--- src/rtl/pbm_pkg.sv ---
// pbm_pkg: shared types and constants for the pixel blend with mask block
// no dependencies; used by pbm_div_stage, pbm_lane and pixel_blend_with_mask
`default_nettype none

package pbm_pkg;

    localparam logic [2:0] MODE_ADD  = 3'd0;
    localparam logic [2:0] MODE_SUB  = 3'd1;
    localparam logic [2:0] MODE_DIFF = 3'd2;
    localparam logic [2:0] MODE_DIV  = 3'd3;
    localparam logic [2:0] MODE_MUL  = 3'd4;
    localparam logic [2:0] MODE_SRC  = 3'd5;

    // register map, index taken from paddr[2]
    localparam logic REG_BLEND_MODE = 1'b0;
    localparam logic REG_USE_MASK   = 1'b1;

    localparam int ADDR_W = 3;
    localparam int DATA_W = 32;

    // divide quotient width and saturation level
    localparam int DIV_Q_BITS = 16;
    localparam int DIV_SAT    = 65535;

    // input reg, prep, divider stages, select, products, sum, clamp
    localparam int LANE_STAGES = DIV_Q_BITS + 6;
    localparam int PIPE_STAGES = LANE_STAGES + 1;

    typedef struct packed {
        logic [2:0] blend_mode;
        logic       use_mask;
    } cfg_t;

endpackage

`default_nettype wire

--- src/rtl/pbm_div_stage.sv ---
// pbm_div_stage: one registered restoring-division step, one quotient bit
// depends on pbm_pkg
`default_nettype none

module pbm_div_stage #(
    parameter int CHANNEL_BITS = 8
) (
    input  wire logic                              clk,
    input  wire logic                              en,
    input  wire logic [CHANNEL_BITS-1:0]           divisor,
    input  wire logic [CHANNEL_BITS-1:0]           rem_in,
    input  wire logic [pbm_pkg::DIV_Q_BITS-1:0]    nq_in,
    output logic      [CHANNEL_BITS-1:0]           rem_out,
    output logic      [pbm_pkg::DIV_Q_BITS-1:0]    nq_out
);

    localparam int CB = CHANNEL_BITS;
    localparam int QB = pbm_pkg::DIV_Q_BITS;

    logic [CB:0]   rr;
    logic [CB:0]   diff;
    logic          ge;
    logic [CB-1:0] rem_reg;
    logic [QB-1:0] nq_reg;

    always_comb
    begin
        rr   = {rem_in, nq_in[QB-1]};
        ge   = (rr >= {1'b0, divisor});
        diff = rr - {1'b0, divisor};
    end

    // numerator bits leave at the top, quotient bits enter at the bottom
    always_ff @(posedge clk)
    begin
        if (en)
        begin
            rem_reg <= ge ? diff[CB-1:0] : rr[CB-1:0];
            nq_reg  <= {nq_in[QB-2:0], ge};
        end
    end

    assign rem_out = rem_reg;
    assign nq_out  = nq_reg;

endmodule

`default_nettype wire

--- src/rtl/pbm_lane.sv ---
// pbm_lane: pipelined blend of one color channel (mode value, mask mix, clamp)
// depends on pbm_pkg and pbm_div_stage
`default_nettype none

module pbm_lane #(
    parameter int CHANNEL_BITS = 8
) (
    input  wire logic                                clk,
    input  wire logic [pbm_pkg::LANE_STAGES-1:0]     adv,
    input  wire pbm_pkg::cfg_t                       cfg,
    input  wire logic [CHANNEL_BITS-1:0]             src,
    input  wire logic [CHANNEL_BITS-1:0]             dst,
    input  wire logic [CHANNEL_BITS-1:0]             mask,
    output logic      [CHANNEL_BITS-1:0]             result
);

    localparam int CB      = CHANNEL_BITS;
    localparam int QB      = pbm_pkg::DIV_Q_BITS;
    localparam int NXW     = CB + QB;
    localparam int VW      = (CB + 2 > QB + 1) ? CB + 2 : QB + 1;
    localparam int PW      = VW + CB + 1;
    localparam int TW      = VW + CB + 2;
    localparam int SEL_ST  = QB + 2;
    localparam int MUL_ST  = SEL_ST + 1;
    localparam int SUM_ST  = MUL_ST + 1;
    localparam int OUT_ST  = SUM_ST + 1;

    localparam longint MAXV_L = (64'sd1 <<< CB) - 64'sd1;
    localparam logic [CB-1:0]        MAXV    = CB'(MAXV_L);
    localparam logic [CB-1:0]        HALF    = CB'(MAXV_L >>> 1);
    localparam logic signed [VW-1:0] MAXV_V  = VW'(MAXV_L);
    localparam logic signed [VW-1:0] SAT_V   = VW'(pbm_pkg::DIV_SAT);
    localparam logic signed [TW-1:0] MAXSQ   = TW'(MAXV_L * MAXV_L);
    localparam logic signed [TW-1:0] HALF_T  = TW'(MAXV_L >>> 1);

    // operand taps along the pipeline
    logic [CB-1:0]   s_pipe    [0:SEL_ST-1];
    logic [CB-1:0]   d_pipe    [0:MUL_ST-1];
    logic [CB-1:0]   m_pipe    [0:MUL_ST-1];
    logic            sat_pipe  [1:SEL_ST-1];
    logic            zero_pipe [1:SEL_ST-1];
    logic [2*CB-1:0] prod_pipe [1:SEL_ST-1];

    logic [CB-1:0]   rem_w [0:QB];
    logic [QB-1:0]   nq_w  [0:QB];
    logic [CB-1:0]   rem1_reg;
    logic [QB-1:0]   nq1_reg;

    logic [2*CB-1:0] num_c;
    logic [NXW-1:0]  num_x;
    logic [NXW-1:0]  scaled_c;
    logic            sat_c;
    logic            zero_c;
    logic [2*CB-1:0] prod_c;

    logic signed [VW-1:0] sv_c;
    logic signed [VW-1:0] dv_c;
    logic [2*CB-1:0]      mul_sum;
    logic signed [VW-1:0] v_c;
    logic signed [VW-1:0] v18_reg;

    logic [2*CB-1:0]      p1_c;
    logic signed [PW-1:0] p2_c;
    logic [2*CB-1:0]      p1_reg;
    logic signed [PW-1:0] p2_reg;
    logic signed [VW-1:0] v19_reg;

    logic signed [TW-1:0] t_c;
    logic signed [TW-1:0] t_reg;
    logic signed [VW-1:0] v20_reg;

    logic [2*CB-1:0]      q_sum;
    logic [CB-1:0]        res_c;
    logic [CB-1:0]        res_reg;

    // stage 0: input capture
    always_ff @(posedge clk)
    begin
        if (adv[0])
        begin
            s_pipe[0] <= src;
            d_pipe[0] <= dst;
            m_pipe[0] <= mask;
        end
    end

    // stage 1: divide setup, saturation test and multiply product
    always_comb
    begin
        num_c    = {d_pipe[0], {CB{1'b0}}} - {{CB{1'b0}}, d_pipe[0]};
        num_x    = NXW'(num_c);
        scaled_c = {s_pipe[0], {QB{1'b0}}};
        zero_c   = (s_pipe[0] == '0) && (d_pipe[0] == '0);
        if (s_pipe[0] == '0)
        begin
            sat_c = (d_pipe[0] != '0);
        end
        else
        begin
            sat_c = (num_x >= scaled_c);
        end
        prod_c = {{CB{1'b0}}, d_pipe[0]} * {{CB{1'b0}}, s_pipe[0]}
               + {{CB{1'b0}}, HALF};
    end

    always_ff @(posedge clk)
    begin
        if (adv[1])
        begin
            s_pipe[1]    <= s_pipe[0];
            d_pipe[1]    <= d_pipe[0];
            m_pipe[1]    <= m_pipe[0];
            sat_pipe[1]  <= sat_c;
            zero_pipe[1] <= zero_c;
            prod_pipe[1] <= prod_c;
            rem1_reg     <= num_x[NXW-1:QB];
            nq1_reg      <= num_x[QB-1:0];
        end
    end

    assign rem_w[0] = rem1_reg;
    assign nq_w[0]  = nq1_reg;

    // divider stages with operands riding alongside
    for (genvar k = 0; k < QB; k++)
    begin : g_div
        pbm_div_stage #(
            .CHANNEL_BITS(CB)
        ) u_div_stage (
            .clk    (clk),
            .en     (adv[k+2]),
            .divisor(s_pipe[k+1]),
            .rem_in (rem_w[k]),
            .nq_in  (nq_w[k]),
            .rem_out(rem_w[k+1]),
            .nq_out (nq_w[k+1])
        );

        always_ff @(posedge clk)
        begin
            if (adv[k+2])
            begin
                s_pipe[k+2]    <= s_pipe[k+1];
                d_pipe[k+2]    <= d_pipe[k+1];
                m_pipe[k+2]    <= m_pipe[k+1];
                sat_pipe[k+2]  <= sat_pipe[k+1];
                zero_pipe[k+2] <= zero_pipe[k+1];
                prod_pipe[k+2] <= prod_pipe[k+1];
            end
        end
    end

    // select the mode value
    always_comb
    begin
        sv_c    = $signed({{(VW-CB){1'b0}}, s_pipe[SEL_ST-1]});
        dv_c    = $signed({{(VW-CB){1'b0}}, d_pipe[SEL_ST-1]});
        mul_sum = prod_pipe[SEL_ST-1]
                + {{CB{1'b0}}, prod_pipe[SEL_ST-1][2*CB-1:CB]}
                + {{(2*CB-1){1'b0}}, 1'b1};
        unique case (cfg.blend_mode)
            pbm_pkg::MODE_ADD:
            begin
                v_c = dv_c + sv_c;
            end
            pbm_pkg::MODE_SUB:
            begin
                v_c = dv_c - sv_c;
            end
            pbm_pkg::MODE_DIFF:
            begin
                v_c = (dv_c >= sv_c) ? (dv_c - sv_c) : (sv_c - dv_c);
            end
            pbm_pkg::MODE_DIV:
            begin
                if (zero_pipe[SEL_ST-1])
                begin
                    v_c = '0;
                end
                else if (sat_pipe[SEL_ST-1])
                begin
                    v_c = SAT_V;
                end
                else
                begin
                    v_c = $signed({{(VW-QB){1'b0}}, nq_w[QB]});
                end
            end
            pbm_pkg::MODE_MUL:
            begin
                v_c = $signed({{(VW-CB){1'b0}}, mul_sum[2*CB-1:CB]});
            end
            default:
            begin
                v_c = sv_c;
            end
        endcase
    end

    always_ff @(posedge clk)
    begin
        if (adv[SEL_ST])
        begin
            v18_reg        <= v_c;
            d_pipe[SEL_ST] <= d_pipe[SEL_ST-1];
            m_pipe[SEL_ST] <= m_pipe[SEL_ST-1];
        end
    end

    // mask products
    always_comb
    begin
        p1_c = {{CB{1'b0}}, d_pipe[SEL_ST]} * {{CB{1'b0}}, (MAXV - m_pipe[SEL_ST])};
        p2_c = PW'(v18_reg) * $signed({{(PW-CB){1'b0}}, m_pipe[SEL_ST]});
    end

    always_ff @(posedge clk)
    begin
        if (adv[MUL_ST])
        begin
            p1_reg  <= p1_c;
            p2_reg  <= p2_c;
            v19_reg <= v18_reg;
        end
    end

    // mix numerator
    always_comb
    begin
        t_c = $signed({{(TW-2*CB){1'b0}}, p1_reg})
            + $signed({{(TW-PW){p2_reg[PW-1]}}, p2_reg})
            + HALF_T;
    end

    always_ff @(posedge clk)
    begin
        if (adv[SUM_ST])
        begin
            t_reg   <= t_c;
            v20_reg <= v19_reg;
        end
    end

    // with the mask on, floor divide by the full-scale value; clamp in both cases
    always_comb
    begin
        q_sum = t_reg[2*CB-1:0]
              + {{CB{1'b0}}, t_reg[2*CB-1:CB]}
              + {{(2*CB-1){1'b0}}, 1'b1};
        if (cfg.use_mask)
        begin
            if (t_reg[TW-1])
            begin
                res_c = '0;
            end
            else if (t_reg >= MAXSQ)
            begin
                res_c = MAXV;
            end
            else
            begin
                res_c = q_sum[2*CB-1:CB];
            end
        end
        else
        begin
            if (v20_reg[VW-1])
            begin
                res_c = '0;
            end
            else if (v20_reg > MAXV_V)
            begin
                res_c = MAXV;
            end
            else
            begin
                res_c = v20_reg[CB-1:0];
            end
        end
    end

    always_ff @(posedge clk)
    begin
        if (adv[OUT_ST])
        begin
            res_reg <= res_c;
        end
    end

    assign result = res_reg;

endmodule

`default_nettype wire

--- config.mk ---
export PLATFORM = sky130hd
export DESIGN_NAME = pbm_lane
export DESIGN_NICKNAME = d
export VERILOG_FILES = /design/src/rtl/pbm_pkg.sv /design/src/rtl/pbm_div_stage.sv /design/src/rtl/pbm_lane.sv
export SDC_FILE = /design/constraint.sdc
export NUM_CORES = 2
export LEC_CHECK = 0
export ABC_CLOCK_PERIOD_IN_PS = 13100
export BUFFER_PORTS_ARGS = -buffer_cell sky130_fd_sc_hd__buf_2
export CAP_MARGIN = 20
export CORE_MARGIN = 5
export CORE_UTILIZATION = 69
export DETAILED_ROUTE_END_ITERATION = 6
export GPL_TIMING_DRIVEN = 0
export PLACE_DENSITY_LB_ADDON = 0.08
export SLEW_MARGIN = 20
export SYNTH_ARGS = -nofsm -noshare
export SYNTH_HDL_FRONTEND = slang
export SYNTH_HIERARCHICAL = 1
export SYNTH_SLANG_ARGS = --single-unit
--- constraint.sdc ---
create_clock -name clk -period 13.1 [get_ports clk]
set_input_delay 2.62 -clock clk [delete_from_list [all_inputs] [get_ports clk]]
set_output_delay 2.62 -clock clk [all_outputs]
set_load 0.1 [all_outputs]
# Word-level counts from Yosys, hierarchy flattened
# Memories as Yosys holds them, arrays and structs flattened.
# Cells that the tools add are included.
[word_totals]
word_cells = 168
regBits = 520
output_inout_bits = 8
in_bits = 51
memories = 6
ram_bits = 754
[classes]
n_mux = 63
n_reduce_logical = 5
add_sub_neg = 27
order_cmp = 20
n_eq_ne = 4
n_mul = 3
[memory_table]
columns = ["name", "depth", "width", "read_ports", "rd_ports_with_merged_regs", "wr", "line_no", "rtl"]
rows = [
  ["prod_pipe", 17, 16, 17, 0, 17, "pbm_lane.sv:42", "logic [2*CB-1:0] prod_pipe [1:SEL_ST-1];"],
  ["d_pipe", 19, 8, 19, 0, 19, "pbm_lane.sv:38", "logic [CB-1:0] d_pipe [0:MUL_ST-1];"],
  ["m_pipe", 19, 8, 19, 0, 19, "pbm_lane.sv:39", "logic [CB-1:0] m_pipe [0:MUL_ST-1];"],
  ["s_pipe", 18, 8, 18, 0, 18, "pbm_lane.sv:37", "logic [CB-1:0] s_pipe [0:SEL_ST-1];"],
  ["sat_pipe", 17, 1, 17, 0, 17, "pbm_lane.sv:40", "logic sat_pipe [1:SEL_ST-1];"],
  ["zero_pipe", 17, 1, 17, 0, 17, "pbm_lane.sv:41", "logic zero_pipe [1:SEL_ST-1];"],
]
[ops]
columns = ["operator", "n"]
rows = [
  ["$mux 8", 19],
  ["$ge 9x8->1", 15],
  ["$sub 8x8->8", 14],
  ["$pmux 17 s5", 1],
  ["$mux 1", 40],
  ["$add 16x1->16 const B", 2],
  ["$add 16x8->16", 2],
  ["$mul 8x8->16", 2],
  ["$mux 16", 2],
  ["$add 17x26->27", 1],
  ["$add 27x8->27 const B", 1],
  ["$ge 27x17->1 const B", 1],
  ["$mul 17x9->26", 1],
  ["$ge 16x24->1", 1],
  ["$sub 8x8->9", 2],
  ["$gt 17x9->1 const B", 1],
  ["$mux 17", 1],
  ["$add 16x7->16 const B", 1],
  ["$logic_not 8->1", 2],
  ["$sub 16x8->16", 1],
  ["$add 8x8->9", 1],
  ["$ge 1x8->1", 1],
  ["$ge 8x8->1", 1],
  ["$reduce_bool 8->1", 1],
  ["other kinds (7)", 8],
]

# Depth between registers and ports, before layout
[depth]
ltp_word = 5
depth_mapped = 19

# Hierarchy
# Netlist, hierarchy kept.
[modules_own_cells]
columns = ["mod", "area_each_um2", "n_inst", "cells_each"]
rows = [
  ["pbm_lane", 40405.0, 1, 2642],
  ["pbm_div_stage at g_div[0].u_div_stage ...", 1241.2, 10, 93],
  ["pbm_div_stage at g_div[4].u_div_stage ...", 1260.0, 6, 90],
]

# Worst setup path after synthesis
# Ideal clock, no wire load.
[synth_path]
path_kind = "reg2reg"
from = "memory m_pipe[18][1] in the netlist's numbering"
to = "register p2_reg[25] (data pin)"
stages_incl_launch_ff = 18
slack_ns = 8.256
t_required_ns = 12.839
synth_period_minus_slack_ns = 4.844
t_arrival_ns = 4.582
setup_time_ns = 0.261
path_cell_list = "edfxtp_1 > clkbuf_1 > and2_1 > fa_1 > inv_1 > fa_1 > inv_1 > fa_1 > inv_1 > fa_1 > inv_1 > ha_1 > nand2_1 > o21ai_0 > nor2_1 > o21ai_0 > nand2_1 > a311o_1"
[synth_rtl]
columns = ["item", "line_no", "rtl"]
rows = [
  ["start: declaration", "pbm_lane.sv:39", ""],
  ["end signal: assignment", "pbm_lane.sv:222", "p2_reg <= p2_c;"],
  ["end: declaration", "pbm_lane.sv:65", "logic signed [PW-1:0] p2_reg;"],
]

==> flow_metrics.tcl <==
set metrics [dict create \
    r2r_slack_ps 7180 \
    switching_share 0.319 \
    top_register "prod_pipe" \
    period_needed_ps 5920 \
    max_freq_mhz 169 \
    die_h_um 305 \
    postCtsSetupRepairBufs 0 \
    drc 0 \
    num-fill-cells 5071 \
    drive_gt1_frac 0.103 \
    diodes 0 \
    final_core_util 0.763 \
    track_usage 0.241 \
    wl_um 110000 \
    clock_sinks 1273 \
    fin_tns_setup_ps 0 \
    holdCritStartpoint "g_div[12].u_div_stage/nq_out[12]" \
    tightest_slew_ps 967 \
    drt_iter0_drc 2403 \
    vias 31800 \
    netlist_instances 4065 \
    clk_latency_ps 730 \
    hold_depth 0 \
    rsz0062_at_grt "false" \
    finalSetupViolations 0 \
    synth_area_um2 59900 \
    switchingPower_mw 4.32 \
    dieArea_um2 92700 \
    cap_violations 0 \
    grt_pass1_vias 33195 \
    holdBufCountCts 0 \
    crit_fanout 10 \
    start_util 0.692 \
    portBuffers 58 \
    io_pins 59 \
    post_drt_wl_per_cell_um 20.0 \
    final_cell_mix "1273 x edfxtp_1, 556 x inv_1, 321 x ha_1" \
    ir_worst_vdd_mv 0.170 \
    drt-pass1-iter-count 7 \
    slew_headroom 0.355 \
    syn_avg_cell_area_um2 14.7 \
    leakagePower_nw 26.1 \
    finalHoldViolations 0 \
    outcome "complete, no violations" \
    critPathRequiredTime_ps 13480 \
    ctsResizeCount 0 \
    finalPower_mw 13.6 \
    grt_overflow 0 \
    cts_buffer_depth 3 \
    power.internal_mw 9.23 \
    grt_pass1_wl_um 177000 \
    r2r-end "p2_reg[21]" \
    largest_register_ffs 272 \
    die_width_um 305 \
    clkTransAtPathRegs_ps 60 \
    yosys_warnings 6 \
    critPathArrivalTime_ps 6300 \
    combPwrFrac 0.329 \
    holdWs_ps 372 \
    cts_buffers 119 \
    final_common_cell "edfxtp_1" \
    num-nets-final 4845 \
    path_class "flop to flop" \
    hp-class "flop to flop" \
    h-tree-depth 3 \
    antenna_left 0 \
    finalCritPeriodShare 0.452 \
    rows 108 \
    clock_skew_ps 65.7 \
    hold_path_end "g_div[13].u_div_stage/nq_out[13]" \
    power.share.clock 0.260 \
    antenna_found_initial 0 \
    viasPerCell 5.75 \
    cts_tree "built" \
    r2r_start "m_pipe[18][2]" \
    area_growth_pct 10.3 \
    hpwl_um 72600 \
    reg2reg_depth 16 \
    place_congestion 0.879 \
    drv_slew 0 \
    power.density_nw_per_um2 205 \
    crit_path_start_kind "flop" \
    worstSetupEndpointType "flop" \
    grt_max_degree 67 \
    seqPwrFrac 0.411 \
    root_buffer "clkbuf_16" \
    core_um2 86500 \
]
==> metal layers <==
layer,vias up,routed length (um),share of wire,track usage
met5,-,0,0,0
met4,0,4380,0.040,0.0891
met3,271,4840,0.044,0.0338
met2,870,58400,0.53,0.438
met1,15649,42800,0.39,0.297
li1,15010,-,-,-
==> power by group through the flow <==
stage                     Combinational [mW]  Clock, mW  Sequential [mW]
after floorplan                         3.38          0             5.55
after global placement                  4.15          0             5.61
after detailed placement                4.28          0             5.63
after CTS                               4.44       3.60             5.57
after global routing                    4.96       3.79             5.61
final                                   4.46       3.52             5.57
==> cell type report <==
cell class,instances,area (um2),share of cell area
flip-flops and latches,1273,38200,0.579
clock buffers,143,3070,0.0465
well taps,1155,1450,0.0219
repair buffers,68,603,0.00914
inverters,557,2090,0.0317
plain buffers,87,448,0.00679
clock inverters,81,972,0.0147
multi-input cells,2162,19100,0.290
==> how the worst max path moves through the flow <==
stage                       start         end  slack (ps)
floorplan           m_pipe[18][1]  p2_reg[25]        8260
global placement    m_pipe[18][1]  p2_reg[22]        7410
detailed placement  m_pipe[18][2]  p2_reg[21]        7350
CTS                 m_pipe[18][1]  p2_reg[25]        7310
global route        m_pipe[18][1]  p2_reg[25]        7010
finish              m_pipe[18][2]  p2_reg[21]        7180
==> stage by stage <==
| step | setup slack (ps) | std cells | instance area (um2) |
|---|---|---|---|
| 3_3_place_gp | 7410 | 5292 | 61600 |
| 4_1_cts | 7310 | 5526 | 66000 |
| 5_1_grt | 7010 | 5526 | 66000 |
| 6_report | 7180 | 5526 | 66000 |
| 3_5_place_dp | 7350 | 5302 | 62000 |
| 2_1_floorplan | 8260 | 4079 | 59900 |
==> critical path: stages, from the launching register on <==
cell and delay [ps]:
edfxtp_1 600, clkbuf_1 490, nand2_1 180, fa_1 560, inv_1 50, fa_1 500
fa_1 510, inv_1 60, fa_1 520, inv_1 40, ha_1 330, o211a_1 180
a211oi_1 60, a211o_1 340, a21oi_1 410, nor2_1 120, o311ai_0 680
No activity file was read; power rests on OpenSTA's default activity.
